===== src/hdl/running_median_two_heaps_core_assert.svh =====
// ----------------------------------------------------------------------------
// Running median assertion macros
// Shared property forms for the running median block.
// ----------------------------------------------------------------------------
`ifndef RUNNING_MEDIAN_TWO_HEAPS_CORE_ASSERT_SVH
`define RUNNING_MEDIAN_TWO_HEAPS_CORE_ASSERT_SVH

// Same-cycle implication.
`define RMH_CHECK_IMP(lbl, clk, rst_n, ante, cons) \
    lbl: assert property (@(posedge clk) disable iff (!rst_n) (ante) |-> (cons)) \
        else $error("running median check failed");

// Next-cycle implication.
`define RMH_CHECK_NEXT(lbl, clk, rst_n, ante, cons) \
    lbl: assert property (@(posedge clk) disable iff (!rst_n) (ante) |=> (cons)) \
        else $error("running median check failed");

`endif


===== src/hdl/rmh_pkg.sv =====
// ----------------------------------------------------------------------------
// Running median package
// Command and status bundles between the controller and the datapath.
// ----------------------------------------------------------------------------
`timescale 1ns / 1ps
`default_nettype none

package rmh_pkg;

    localparam int IN_W  = 32;
    localparam int MED_W = 33;
    localparam int CNT_W = 11;

    typedef struct packed {
        logic load;
        logic pu_key;
        logic pu_carry;
        logic sd_init;
        logic rd_l;
        logic rd_r;
        logic cap_l;
        logic sd_move;
        logic rd_p;
        logic pu_move;
        logic write_v;
        logic count_inc;
        logic emit;
    } t_cmd;

    typedef struct packed {
        logic full;
        logic zero;
        logic replace;
        logic l_in;
        logic r_in;
        logic sd_move;
        logic root;
        logic pu_move;
        logic out_free;
    } t_status;

endpackage

`default_nettype wire


===== src/hdl/rmh_ctrl.sv =====
// ----------------------------------------------------------------------------
// Running median controller
// Sequences the replace, sift-down and sift-up steps of one insertion.
// ----------------------------------------------------------------------------
`timescale 1ns / 1ps
`default_nettype none

module rmh_ctrl
    import rmh_pkg::*;
(
    input  wire logic    i_clk,
    input  wire logic    i_rst_n,
    input  wire logic    i_valid,
    output logic         o_stall,
    input  wire t_status i_st,
    output t_cmd         o_cmd
);

    typedef enum logic [9:0] {
        S_IDLE   = 10'b0000000001,
        S_DECIDE = 10'b0000000010,
        S_SD_RDL = 10'b0000000100,
        S_SD_RDR = 10'b0000001000,
        S_SD_CMP = 10'b0000010000,
        S_PUC    = 10'b0000100000,
        S_PU_RD  = 10'b0001000000,
        S_PU_CMP = 10'b0010000000,
        S_FIN    = 10'b0100000000,
        S_OUT    = 10'b1000000000
    } t_state;

    t_state r_state, n_state;

    assign o_stall = (r_state != S_IDLE);

    always_comb begin
        n_state = r_state;
        o_cmd   = '0;
        unique case (r_state)
            S_IDLE: begin
                if (i_valid) begin
                    o_cmd.load = 1'b1;
                    n_state    = S_DECIDE;
                end
            end
            S_DECIDE: begin
                priority if (i_st.full) begin
                    n_state = S_OUT;
                end else if (!i_st.zero && i_st.replace) begin
                    o_cmd.sd_init = 1'b1;
                    n_state       = S_SD_RDL;
                end else begin
                    o_cmd.pu_key = 1'b1;
                    n_state      = S_PU_RD;
                end
            end
            S_SD_RDL: begin
                if (i_st.l_in) begin
                    o_cmd.rd_l = 1'b1;
                    n_state    = S_SD_RDR;
                end else begin
                    o_cmd.write_v = 1'b1;
                    n_state       = S_PUC;
                end
            end
            S_SD_RDR: begin
                o_cmd.cap_l = 1'b1;
                o_cmd.rd_r  = i_st.r_in;
                n_state     = S_SD_CMP;
            end
            S_SD_CMP: begin
                if (i_st.sd_move) begin
                    o_cmd.sd_move = 1'b1;
                    n_state       = S_SD_RDL;
                end else begin
                    o_cmd.write_v = 1'b1;
                    n_state       = S_PUC;
                end
            end
            S_PUC: begin
                o_cmd.pu_carry = 1'b1;
                n_state        = S_PU_RD;
            end
            S_PU_RD: begin
                if (i_st.root) begin
                    o_cmd.write_v = 1'b1;
                    n_state       = S_FIN;
                end else begin
                    o_cmd.rd_p = 1'b1;
                    n_state    = S_PU_CMP;
                end
            end
            S_PU_CMP: begin
                if (i_st.pu_move) begin
                    o_cmd.pu_move = 1'b1;
                    n_state       = S_PU_RD;
                end else begin
                    o_cmd.write_v = 1'b1;
                    n_state       = S_FIN;
                end
            end
            S_FIN: begin
                o_cmd.count_inc = 1'b1;
                n_state         = S_OUT;
            end
            S_OUT: begin
                // hold until the output register is free
                if (i_st.out_free) begin
                    o_cmd.emit = 1'b1;
                    n_state    = S_IDLE;
                end
            end
            default: begin
                n_state = S_IDLE;
            end
        endcase
    end

    always_ff @(posedge i_clk) begin
        if (!i_rst_n) begin
            r_state <= S_IDLE;
        end else begin
            r_state <= n_state;
        end
    end

endmodule

`default_nettype wire


===== config.mk =====
export PLATFORM = sky130hd
export DESIGN_NAME = rmh_ctrl
export DESIGN_NICKNAME = d
export VERILOG_FILES = /design/src/hdl/running_median_two_heaps_core_assert.svh /design/src/hdl/rmh_pkg.sv /design/src/hdl/rmh_ctrl.sv
export SDC_FILE = /design/constraint.sdc
export NUM_CORES = 1
export LEC_CHECK = 0
export BUFFER_PORTS_ARGS = -buffer_cell sky130_fd_sc_hd__buf_4
export CAP_MARGIN = 20
export CELL_PAD_IN_SITES_DETAIL_PLACEMENT = 0
export CELL_PAD_IN_SITES_GLOBAL_PLACEMENT = 1
export CORE_MARGIN = 2
export CORE_UTILIZATION = 35
export CTS_CLUSTER_SIZE = 40
export DETAILED_ROUTE_END_ITERATION = 6
export PLACE_DENSITY = 0.82
export SLEW_MARGIN = 20
export SYNTH_ARGS = -nofsm -noshare
export SYNTH_HDL_FRONTEND = slang
export SYNTH_SLANG_ARGS = --single-unit

===== constraint.sdc =====
create_clock -name i_clk -period 3.1 [get_ports i_clk]
set_input_delay 0.465 -clock i_clk [delete_from_list [all_inputs] [get_ports i_clk]]
set_output_delay 0.465 -clock i_clk [all_outputs]
set_load 0.02 [all_outputs]

==> summary.txt <==
Status = finished, final reports clean
R2R Path Start = r_state[9]
Gate power share = 20.3%
Fmax = 0.414 GHz
Worst-Margin Slew = 0.476 ns
Req. time, crit path = 2.63 ns
Ratio of cells with drive above 1 in the final layout = 29.5%
Psw = 87.6 uW
Post-synthesis sequential area ratio = 29.7%
Fin area = 916 um2
Biggest register = r_state
Pwr Density = 351 mW/mm2
Setup TNS = 0 ns
DP Wirelength = 1.36 mm
Hold depth = 2
First-pass GRT wire length = 2.70 mm
Width of the die = 47.9 um
CTS tree = built
CTS clk-pin slew, worst paths = 0.07 ns
Maximum root-to-sink buffer count = 2
Yosys synthesis warning count = 0
Worst R2R Path Depth = 4
Vias in the first global route = 598
Fin worst setup slack = 0.684 ns
Min Tclk post-route = 2.42 ns
CP Data Arrival Time = 1.95 ns
All-layer global routing usage = 16.8%
Rel. slew slack = 68.0%
Pins Over Slew Limit = 0
Max cap viols = 0
GRT overflow = 0
# DRC = 0
Crit start category = register
Hold Path Class = input pin to register
Largest net degree at the start of global routing = 12
Hold Crit Endpoint = r_state[7]
Internal power = 234 uW
Top flop regs = r_state: 10 flops
Port buffer count = 25
Most instantiated cells after synthesis = nor3_1 (11), dfxtp_1 (10), inv_1 (8)
Drt pass-1 iters = 4
Via count = 719
Kind of critical path = register to output port
Avg WL per Cell = 12.5 um
Top-count cell post-synth = nor3_1
Initial antenna violation count = 0
Reg2reg end = r_state[9]
Post-Syn Area = 674 um2
Syn Nets = 98
ANT cells = 0
Post-synth EDFFs = 0
Ranking of synthesized cells by area = dfxtp_1 (30%), nor3_1 (8.2%), inv_1 (4.5%), nor4b_1 (3.9%), nor4_1 (3.7%)
Most used DFF post-synth = dfxtp_1
Initial core utilization = 38.2%
Endpoint class of the critical path = output port
CTS Root Cell = clkbuf_4
Post-CTS setup buffers = 0
Initial drt markers = 5
Reg2reg setup slack = 1.37 ns
Via density = 5.25
CP Max Fanout = 6
Final hold violation count = 0
Maximum VDD drop = 0.239 mV
Yosys cell types = 34
Top cell type's share of synthesized area = 29.7%
Max FFs per register = 10
Final setup viols = 0
Cts bufs inserted = 3
Placed inst area = 880 um2
Cts repair resizes = 0
Final WL = 1.72 mm
Clk_lat worst skew = 0.26 ns
Hold_sp = i_st[2]
Place WS = 0.996 ns
Clock share of power = 36.7%
CTS H-tree lvls = 1
Core area = 0.00176 mm2
Seq pwr share = 43.0%
Hold-fix buffers at CTS = 0
Synth Register Bits = 10
IO Pins = 26
Final Cycle Share = 77.9%
RSZ-0062 raised after global routing = false
Average size of a mapped cell = 7.84 um2
Worst Skew = 0.00193 ns
Asr flop ratio synth = 0%
Nets = 125
# rows = 15
Leak pwr = 0.379 nW
Die area = 0.00229 mm2
Routed Antenna Nets = 0
Sw Ratio = 27.2%
Die height = 47.9 um
Layout Area Growth over Synthesis = 35.8%
Clk sinks = 10
Yosys top cell by area = dfxtp_1
Cell count after synthesis = 86
Design Power = 322 uW
RePlAce Congestion = 0.756
-- logic make-up after synthesis --
kind of cell | count (synthesis) | share of synthesized area (%)
AO/OA/AOI/OAI | 15 | 16.3
XOR/XNOR | 2 | 2.60
flip-flops | 10 | 29.7
AND/OR/NAND/NOR | 48 | 44.9
buffers and inverters | 11 | 6.49
-- stage by stage --
step / utilization (%) / cells / hold WS, ns
6_report: 51.9 / 137 / 0.374
5_1_grt: 51.9 / 137 / 0.377
4_1_cts: 51.9 / 137 / 0.368
3_5_place_dp: 49.9 / 133 / 0.625
3_3_place_gp: 49.9 / 133 / 0.614
2_1_floorplan: - / 86 / 0.533
-- worst max path at each step --
stage / start / to / depth (start not counted)
floorplan: r_state[9] / o_cmd[11] / 3
global placement: r_state[1] / o_cmd[4] / 5
detailed placement: r_state[1] / o_cmd[4] / 5
CTS: r_state[1] / o_cmd[4] / 5
global route: r_state[1] / o_cmd[4] / 5
finish: r_state[1] / o_cmd[4] / 5
-- layout by cell type, fill, tap and decap left out, types with 2 or more instances in the layout --
master / count
nor4b_1: 3
and2_1: 2
clkbuf_4: 3
nor4_1: 4
o221ai_1: 2
o21a_1: 2
nand2_1: 4
inv_1: 8
a21oi_1: 2
nand2b_1: 3
nor3_1: 11
nor2b_1: 2
dfxtp_1: 10
buf_4: 25
nor3b_1: 3
o21ai_0: 3
xnor2_1: 2
nor2_1: 6
-- final cells by class --
| cell class | instances | area (um2) |
|---|---|---|
| clock buffer | 4 | 36.3 |
| tap | 25 | 31.3 |
| sequential | 10 | 200 |
| multi-input combinational | 65 | 430 |
| fill | 189 | 848 |
| inverter | 8 | 30.0 |
| timing repair buffer | 25 | 188 |
-- critical path, cell delays in order (launching register included) --
cell and delay, ns:
dfxtp_1 0.38, nor3_1 0.31, nand2_1 0.21, or3_1 0.42, nor3_1 0.20, buf_4 0.17
-- power by group through the flow --
stage          Clock [mW]  Sequential [mW]  Combinational, mW
3_5_place_dp            0            0.141             0.0648
3_3_place_gp            0            0.141             0.0653
4_1_cts             0.121            0.138             0.0652
5_1_grt             0.125            0.139             0.0726
2_1_floorplan           0            0.139             0.0410
6_report            0.118            0.138             0.0653
-- per-layer routing --
metal  vias up  wire [um]  global-route usage [%]
met1       331        812                    22.4
li1        370          -                       -
met4         0         12                    6.49
met3         2         91                    3.40
met2        16        799                    26.4
met5         -          0                       0
Note: power is estimated with default switching activity, not from simulation.
